**config.mk**
```make
export PLATFORM = sky130hd
export DESIGN_NAME = chw_out
export DESIGN_NICKNAME = d
export VERILOG_FILES = /design/src/rtl/chw_pkg.sv /design/src/rtl/chw_out.sv
export SDC_FILE = /design/constraint.sdc
export NUM_CORES = 1
export LEC_CHECK = 0
export BUFFER_PORTS_ARGS = -buffer_cell sky130_fd_sc_hd__buf_2
export CORE_MARGIN = 3
export CORE_UTILIZATION = 35
export DETAILED_ROUTE_END_ITERATION = 8
export PLACE_DENSITY = 0.78
export SLEW_MARGIN = 30
export SYNTH_ARGS = -nofsm -noshare
export SYNTH_HDL_FRONTEND = slang
export SYNTH_SLANG_ARGS = --single-unit
```
**constraint.sdc**
```tcl
create_clock -name clk -period 4.05 [get_ports clk]
set_clock_uncertainty 0.05 [all_clocks]
set_input_delay 0.2025 -clock clk [delete_from_list [all_inputs] [get_ports clk]]
set_output_delay 0.2025 -clock clk [all_outputs]
set_load 0.05 [all_outputs]
```
**src/rtl/chw_pkg.sv**
```systemverilog
`timescale 1ns / 1ps
`default_nettype none
// ----------------------------------------------------------------------------
// Chebyshev waveshaper package
// Shared types, register indexes, formats and the saturation helper.
// ----------------------------------------------------------------------------
package chw_pkg;

	localparam int SAMPLE_W = 16;
	localparam int TERM0_W  = 17;
	localparam int PROD_W   = 32;
	localparam int ACC_W    = 35;
	localparam int WIDE_W   = 20;
	localparam int ORD_W    = 3;
	localparam int IDX_W    = 3;
	localparam int NUM_COEFS = 4;

	localparam logic [IDX_W-1:0] REG_POLY_ORDER = 3'd0;
	localparam logic [IDX_W-1:0] REG_COEF_1     = 3'd1;
	localparam logic [IDX_W-1:0] REG_COEF_2     = 3'd2;
	localparam logic [IDX_W-1:0] REG_COEF_3     = 3'd3;
	localparam logic [IDX_W-1:0] REG_COEF_4     = 3'd4;

	localparam logic [ORD_W-1:0] ORDER_RESET = 3'd4;
	localparam logic signed [SAMPLE_W-1:0] COEF_1_RESET = 16'sd4096;
	localparam logic signed [TERM0_W-1:0]  T0_ONE       = 17'sd32768;

	typedef struct packed {
		logic signed [SAMPLE_W-1:0] x;
		logic signed [SAMPLE_W-1:0] t1;
		logic signed [TERM0_W-1:0]  t2;
		logic signed [ACC_W-1:0]    acc;
	} stage_t;

	function automatic logic signed [SAMPLE_W-1:0] sat16(input logic signed [WIDE_W-1:0] v);
		logic signed [SAMPLE_W-1:0] r;
		if (v > 20'sd32767) begin
			r = 16'sh7fff;
		end else if (v < -20'sd32768) begin
			r = 16'sh8000;
		end else begin
			r = v[SAMPLE_W-1:0];
		end
		return r;
	endfunction

endpackage
`default_nettype wire

```
**src/rtl/chw_out.sv**
```systemverilog
`timescale 1ns / 1ps
`default_nettype none
// ----------------------------------------------------------------------------
// Chebyshev waveshaper output stage
// Rounds the exact sum to Q4.12, saturates it and holds it for the receiver.
// ----------------------------------------------------------------------------
module chw_out
	import chw_pkg::*;
(
	input  wire logic                       clk,
	input  wire logic                       arst_n,
	input  wire logic                       in_valid,
	output logic                            in_ready,
	input  wire stage_t                     in_data,
	output logic                            out_valid,
	input  wire logic                       out_ready,
	output logic signed [SAMPLE_W-1:0]      sample
);

	logic                       valid_q;
	logic signed [SAMPLE_W-1:0] sample_q;
	logic signed [ACC_W-1:0]    rnd_sum;

	assign rnd_sum   = in_data.acc + 35'sd16384;
	assign in_ready  = !valid_q || out_ready;
	assign out_valid = valid_q;
	assign sample    = sample_q;

	always_ff @(posedge clk or negedge arst_n) begin
		if (!arst_n) begin
			valid_q <= 1'b0;
		end else if (in_ready) begin
			valid_q <= in_valid;
		end
	end

	always_ff @(posedge clk) begin
		if (in_valid && in_ready) begin
			sample_q <= sat16(rnd_sum[ACC_W-1:15]);
		end
	end

endmodule
`default_nettype wire
```
==> impl_metrics.yaml <==
final_layout:
  antenna_cells: 0
  nets: 236
  drive_gt1_share_pct: 34.93
  fillers: 255
  area_growth_pct: 26.54
detailed_routing:
  drt_pass1_iterations: 4
  drt_wl_total_mm: 2.280
  drtIter0Drc: 21
  remaining_drc_errors: 0
  via_per_inst: 4.989
  ant_nets: 0
  wl_per_cell_um: 12.13
  route.vias.total: 938
run_status:
  status: "completed"
power:
  vdd_drop_max_v: 0.0001202
  power.density_nw_per_um2: 292.9
  cellLeakagePower_nw: 0.5214
timing:
  slew_headroom_pct: 56.41
  rsz0062_at_grt: "false"
  period_minus_slack_ps: 2280
  drv_slew: 0
  tns_ps: 0
  clock.fmax_mhz: 438.7
  worst_slack_ps: 1770
  fin_crit_sh_pct: 56.29
  setup_viol: 0
  finalHoldViolations: 0
  worstMarginPinSlew_ps: 653.8
clock_network:
  cts_buffers: 3
  postCtsSetupBuffers: 0
  clock-sinks: 17
  ctsHoldBuffers: 1
  htree_levels: 1
  clkTransAtPathRegs_ps: 90
  cts_max_path_buffers: 2
  ctsResizeCount: 0
  root_buffer: "clkbuf_4"
  cts_tree: "yes"
  clock_latency_ps: 280
worst_setup_path:
  worstPathMaxFanout: 15
  cp-end-kind: "register"
  arrival_ps: 2220
  cp-start-kind: "input pin"
  worstSetupPathType: "in2reg"
  cp.required_ps: 3990
floorplan:
  core-area_um2: 2877
  die_y_um: 61.90
  dieWidth_um: 61.90
  start_util_pct: 38.02
  num_rows: 19
  io_pins: 106
  die_area_um2: 3831
synthesis:
  synth_seq_cells: 17
  syn-num-nets: 191
  syn_avg_cell_area_um2: 10.72
  seq_area_frac_synth_pct: 46.22
  syn_area_um2: 1094
  yosys_warnings: 0
  synth_cells: 102
  ys_types: 29
grt:
  antenna_found_initial: 0
  grt_first_pass_wirelength_mm: 3.401
  grtUsageTotal_pct: 12.08
  grt_overflow: 0
  grt_start_max_net_pins: 17
  grt_pass1_vias: 804
job:
  drv_cap: 0
placed_design:
  place.gp.congestion: 0.9028
  hpwl_mm: 1.936
  post-place-ws_ps: 1245
  port_buffers: 42
hold_path:
  hold_path.class: "in2reg"
-- cell type report --
cell class / instances / area (µm²) / share of cell area, %
clock buffer: 4 / 26.28 / 1.899
inverter: 4 / 15.01 / 1.085
multi-input combinational: 78 / 564.3 / 40.78
sequential: 17 / 505.5 / 36.53
tap: 42 / 52.55 / 3.797
timing repair buffer: 43 / 220.2 / 15.91
-- path summary, 6_finish.rpt --
kind	end	start	slack, ps	cells after the start
worst max-delay path	sample[9]	in_data[18]	1770	7
worst min-delay path	out_valid	in_valid	60	2
worst max register to register	sample[6]	out_valid	2600	2
worst min register to register	out_valid	out_valid	480	2
max in group asynchronous	out_valid	arst_n	3720	2
min in group asynchronous	out_valid	arst_n	150	2
-- power by group --
part / internal, mW / switching [mW] / leakage (nW) / total [mW]
Combinational: 0.0314 / 0.0793 / 0.347 / 0.111
Clock: 0.0383 / 0.0482 / 0.0150 / 0.0865
Sequential: 0.206 / 0.00209 / 0.160 / 0.208
Total: 0.276 / 0.130 / 0.521 / 0.405
-- worst max-delay path: stages --
cell	delay, ps
buf_2	140
nand4_2	200
nor3_1	490
nand4_1	180
xnor2_1	180
o41ai_4	600
o21ai_0	220
-- registers in the layout, indices dropped and copies added, names as in the netlist --
| name | cells |
|---|---|
| sample | 16 |
| out_valid | 1 |
-- layer usage --
metal,GRT usage [%],routed length (µm)
met1,13.56,975
met2,22.27,1113
met3,2.479,163
met4,4.545,28
met5,0,0
-- synthesized netlist by cell type (all sizes together) --
| library cell | n | area [µm²] |
|---|---|---|
| dfrtp | 1 | 25.02 |
| o21ai | 15 | 75.07 |
| and2 | 1 | 6.260 |
| a21oi | 1 | 5.000 |
| nand4 | 9 | 62.56 |
| o22ai | 1 | 6.260 |
| o41ai | 1 | 16.27 |
| nand2 | 5 | 18.77 |
| nand2b | 2 | 12.51 |
| ha | 1 | 12.51 |
| nor3 | 1 | 5.000 |
| a31oi | 3 | 25.02 |
| inv | 4 | 15.01 |
| nor4 | 3 | 33.78 |
| and3 | 2 | 12.51 |
| nand3 | 10 | 50.05 |
| edfxtp | 16 | 480.5 |
| nor2 | 1 | 3.750 |
| buf | 1 | 11.26 |
| xnor2 | 10 | 102.6 |
| clkbuf | 2 | 8.750 |
| xor2 | 9 | 78.83 |
| and4 | 3 | 26.28 |
-- layout by cell type, fill, tap and decap left out, drive strengths merged, types with 2 or more instances in the layout --
master / instances
o21ai: 15
nand4: 9
xnor2: 10
nand2: 5
and4: 3
a31oi: 3
nand2b: 2
clkbuf: 4
edfxtp: 16
and3: 2
nand3: 10
buf: 42
inv: 4
nor4: 3
xor2: 9
-- kinds of logic after synthesis --
family	synth area share, %
buf+inv	3.202
flops	46.22
xor+xnor	16.59
simple gates	21.17
compound gates	11.67
fa+ha+maj	1.144
-- metrics by stage --
stage | utilization [%] | hold WS [ps] | cells | power, mW | cell area [µm²]
2_1_floorplan | - | -143.1 | 102 | 0.2842 | 1094
3_3_place_gp | 46.46 | -72.71 | 183 | 0.3179 | 1336
3_5_place_dp | 46.46 | -72.36 | 183 | 0.3212 | 1336
4_1_cts | 47.72 | 58.02 | 188 | 0.4065 | 1373
5_1_grt | 48.11 | 52.53 | 188 | 0.4264 | 1384
6_report | 48.11 | 60.37 | 188 | 0.4053 | 1384
Power figures use the tool's default switching activity.
