<file path="src/rtl/chw_pkg.sv">
`timescale 1ns / 1ps
`default_nettype none
// ----------------------------------------------------------------------------
// Chebyshev waveshaper package
// Shared types, register indexes, formats and the saturation helper.
// ----------------------------------------------------------------------------
package chw_pkg;

	localparam int SAMPLE_W = 16;
	localparam int TERM0_W  = 17;
	localparam int PROD_W   = 32;
	localparam int ACC_W    = 35;
	localparam int WIDE_W   = 20;
	localparam int ORD_W    = 3;
	localparam int IDX_W    = 3;
	localparam int NUM_COEFS = 4;

	localparam logic [IDX_W-1:0] REG_POLY_ORDER = 3'd0;
	localparam logic [IDX_W-1:0] REG_COEF_1     = 3'd1;
	localparam logic [IDX_W-1:0] REG_COEF_2     = 3'd2;
	localparam logic [IDX_W-1:0] REG_COEF_3     = 3'd3;
	localparam logic [IDX_W-1:0] REG_COEF_4     = 3'd4;

	localparam logic [ORD_W-1:0] ORDER_RESET = 3'd4;
	localparam logic signed [SAMPLE_W-1:0] COEF_1_RESET = 16'sd4096;
	localparam logic signed [TERM0_W-1:0]  T0_ONE       = 17'sd32768;

	typedef struct packed {
		logic signed [SAMPLE_W-1:0] x;
		logic signed [SAMPLE_W-1:0] t1;
		logic signed [TERM0_W-1:0]  t2;
		logic signed [ACC_W-1:0]    acc;
	} stage_t;

	function automatic logic signed [SAMPLE_W-1:0] sat16(input logic signed [WIDE_W-1:0] v);
		logic signed [SAMPLE_W-1:0] r;
		if (v > 20'sd32767) begin
			r = 16'sh7fff;
		end else if (v < -20'sd32768) begin
			r = 16'sh8000;
		end else begin
			r = v[SAMPLE_W-1:0];
		end
		return r;
	endfunction

endpackage
`default_nettype wire

</file>
<file path="src/rtl/chw_cell.sv">
`timescale 1ns / 1ps
`default_nettype none
// ----------------------------------------------------------------------------
// Chebyshev waveshaper cell
// Adds one weighted term to the running sum and forms the next polynomial
// term with the recurrence, then hands the request to its neighbor.
// ----------------------------------------------------------------------------
module chw_cell
	import chw_pkg::*;
(
	input  wire logic                       clk,
	input  wire logic                       arst_n,
	input  wire logic                       in_valid,
	output logic                            in_ready,
	input  wire stage_t                     in_data,
	input  wire logic signed [SAMPLE_W-1:0] weight,
	output logic                            out_valid,
	input  wire logic                       out_ready,
	output stage_t                          out_data
);

	logic                       valid_q;
	stage_t                     data_q;
	logic signed [PROD_W-1:0]   rec_prod;
	logic signed [PROD_W-1:0]   rec_rnd;
	logic signed [WIDE_W-1:0]   rec_diff;
	logic signed [PROD_W-1:0]   term_prod;
	stage_t                     next_data;

	always_comb begin
		rec_prod  = in_data.x * in_data.t1;
		rec_rnd   = rec_prod + 32'sd8192;
		rec_diff  = WIDE_W'($signed(rec_rnd[PROD_W-1:14])) - WIDE_W'(in_data.t2);
		term_prod = weight * in_data.t1;
		next_data.x   = in_data.x;
		next_data.t1  = sat16(rec_diff);
		next_data.t2  = TERM0_W'(in_data.t1);
		next_data.acc = in_data.acc + ACC_W'(term_prod);
	end

	assign in_ready  = !valid_q || out_ready;
	assign out_valid = valid_q;
	assign out_data  = data_q;

	always_ff @(posedge clk or negedge arst_n) begin
		if (!arst_n) begin
			valid_q <= 1'b0;
		end else if (in_ready) begin
			valid_q <= in_valid;
		end
	end

	always_ff @(posedge clk) begin
		if (in_valid && in_ready) begin
			data_q <= next_data;
		end
	end

endmodule
`default_nettype wire

</file>
<file path="config.mk">
export PLATFORM = sky130hd
export DESIGN_NAME = chw_cell
export DESIGN_NICKNAME = d
export VERILOG_FILES = /design/src/rtl/chw_pkg.sv /design/src/rtl/chw_cell.sv
export SDC_FILE = /design/constraint.sdc
export NUM_CORES = 2
export LEC_CHECK = 0
export BUFFER_PORTS_ARGS = -buffer_cell sky130_fd_sc_hd__buf_2
export CAP_MARGIN = 10
export CORE_MARGIN = 2
export CORE_UTILIZATION = 48
export CTS_CLUSTER_SIZE = 14
export DETAILED_ROUTE_END_ITERATION = 8
export PLACE_DENSITY = 0.66
export SLEW_MARGIN = 25
export SYNTH_ARGS = -nofsm -noshare
export SYNTH_HDL_FRONTEND = slang
export SYNTH_SLANG_ARGS = --single-unit
</file>
<file path="constraint.sdc">
create_clock -name clk -period 8.05 [get_ports clk]
set_input_delay 0.4025 -clock clk [delete_from_list [all_inputs] [get_ports clk]]
set_output_delay 0.4025 -clock clk [all_outputs]
set_load 0.05 [all_outputs]
</file>
==> impl_metrics.tcl <==
set metrics [dict create \
    status "finished clean" \
    drt-wirelength-per-cell_um 16.5 \
    cts_max_path_buffers 2 \
    skew_ns 0.0170 \
    final_area_um2 26400 \
    n_fill_cell 4556 \
    slew_violations 0 \
    synth_top_area_share_pct 47.5 \
    postSynthCellCount 2454 \
    area_growth_pct 9.14 \
    synthDistinctLibCells 55 \
    instances_no_fill 3291 \
    cts_inserted_buffers 9 \
    grt_first_pass_wirelength_mm 91.0 \
    period_needed_ns 7.71 \
    synth_area_um2 24100 \
    dr.pass1.iters 5 \
    wl_met1_mm 22.7 \
    postRouteAntennaNets 0 \
    slew_headroom_pct 36.1 \
    clock_latency_ns 0.40 \
    hold_viol_final 0 \
    cts_setup_buffers 0 \
    avgSynthCellArea_um2 9.84 \
    worstSetupStartpointType "input port" \
    routed_wirelength_mm 54.4 \
    core_um2 49900 \
    synth_top_cell_by_area "fa_1" \
    num-nets-final 3489 \
    cts_htree_levels 3 \
    grt_pass1_vias 18597 \
    syn-num-nets 3330 \
    maxCapViolations 0 \
    avgViaCountPerCell 5.16 \
    dr.max_layer_used "met5" \
    layout_common_cells "601 x inv_1, 573 x fa_1, 276 x nand2_1, 231 x and2_1, 199 x ha_1" \
    die_x_um 228 \
    ys.flop_type "edfxtp_1" \
    end_kind "flip-flop" \
    initial_core_util_pct 48.4 \
    post-route-drc-count 0 \
    regArea_um2 2520 \
    hold_class "in2reg" \
    multi_input_area_um2 19100 \
    antenna_found_initial 3 \
    crit_top_cell "fa_1" \
    die_y_um 228 \
    cts_tree "done" \
    path_class "in2reg" \
    crit_slowest_cell "fa_1" \
    finalSetupViolations 0 \
    yosys_warnings 0 \
    drive_above_1_share_pct 10.1 \
    io_buffers 189 \
    gp_congestion 0.913 \
    synth.area.top_cells "fa_1 48%, edfxtp_1 10%, ha_1 10%" \
    synth_edf_count 83 \
    async_flop_share_pct 1.19 \
    wl_met2_mm 28.1 \
    drtIter0Drc 834 \
    cts_root_buf "clkbuf_16" \
    wl_met3_mm 2.62 \
    grt_usage_pct 22.0 \
    overflow 0 \
    crit_path_max_fanout 15 \
    num_vias 16971 \
    cp_slowest_stage_delay_ns 0.57 \
    placed_cell_area_um2 25900 \
    cts.sinks 84 \
    cp.required_ns 8.25 \
    rows 82 \
    clkTransAtPathRegs_ns 0.08 \
    tightest_slew_ns 0.955 \
    ys_ff_latch 84 \
    io_pins 190 \
    final_common_cell "inv_1" \
    dieArea_um2 52100 \
    seq_area_frac_synth_pct 10.4 \
    max_freq_mhz 130 \
    dp_hpwl_mm 46.5 \
    place_inst 3272 \
    worst-endpoint-arrival_ns 7.92 \
    grt_max_degree 53 \
    fin_crit_sh_pct 95.8 \
]
registers in the layout, summed over array words and instances (netlist names):
name       flops
out_data      83
out_valid      1
final timing paths:
path,from,end,slack [ns],cells after the start
setup / recovery,in_data[83],out_data[63]$_SDFFCE_PN1P_,0.34,30
hold / removal,in_valid,out_valid$_DFFE_PN0N_,0.21,2
setup reg to reg,out_valid$_DFFE_PN0N_,out_data[26]$_DFFE_PP_,6.01,3
hold reg to reg,out_valid$_DFFE_PN0N_,out_valid$_DFFE_PN0N_,0.54,2
max in group asynchronous,arst_n,out_valid$_DFFE_PN0N_,7.67,2
min in group asynchronous,arst_n,out_valid$_DFFE_PN0N_,0.30,2
metrics by stage:
step | TNS, ns | worst slack, ns | utilization (%) | hold WS [ns]
after floorplan | 0 | 0.220 | - | 0.107
after global placement | -0.0464 | -0.0195 | 52.0 | 0.177
after detailed placement | -2.50 | -0.210 | 52.0 | 0.181
after CTS | 0 | 0.196 | 52.6 | 0.193
after global routing | -0.00349 | -0.00349 | 52.8 | 0.209
final | 0 | 0.337 | 52.8 | 0.213
cell type report:
type / count / area share, %
diodes: 1 / 0.00950
clock buffers: 9 / 0.855
clock inverters: 7 / 0.290
inverters: 601 / 8.56
multi-input cells: 1686 / 72.6
flip-flops and latches: 84 / 9.55
well taps: 672 / 3.19
repair buffers: 231 / 4.90
cells in the mapped netlist (all sizes together), types with 24 or more instances:
library cell	count
nor2	55
a21o	24
edfxtp	83
inv	601
nand2	276
fa	573
ha	199
clkbuf	79
xnor2	53
o21ai	46
nand2b	31
and2	232
a21oi	50
routing by layer:
layer	vias to the layer above	track usage [%]
met1	8828	28.6
li1	7636	-
met3	76	3.29
met5	-	0
met4	6	5.25
met2	425	38.8
logic make-up after synthesis:
family	count (synthesis)	synth area share, %
XOR/XNOR	67	2.43
AND/OR/NAND/NOR	654	13.4
AO/OA/AOI/OAI	187	5.00
flip-flops	84	10.4
multiplexers	5	0.207
adder cells (fa/ha/maj)	772	57.8
buffers and inverters	685	10.7
worst max-delay path, delay by kind of cell:
kind,cells,cell delay [ns]
adder cells (fa/ha/maj),8,3.71
AO/OA/AOI/OAI,11,2.67
AND/OR/NAND/NOR,4,0.56
buffers and inverters,6,0.49
XOR/XNOR,1,0.09
what timing repair did:
item / 4_1_cts / 5_1_grt
endpoints found under the hold margin: 1 / 0
gates resized for setup: 0 / 29
hold buffers: 1 / 0
setup endpoints to repair: 0 / 15
Power is not shown: default switching activity piles up to over one toggle a cycle in this logic, so the estimate is an artifact.
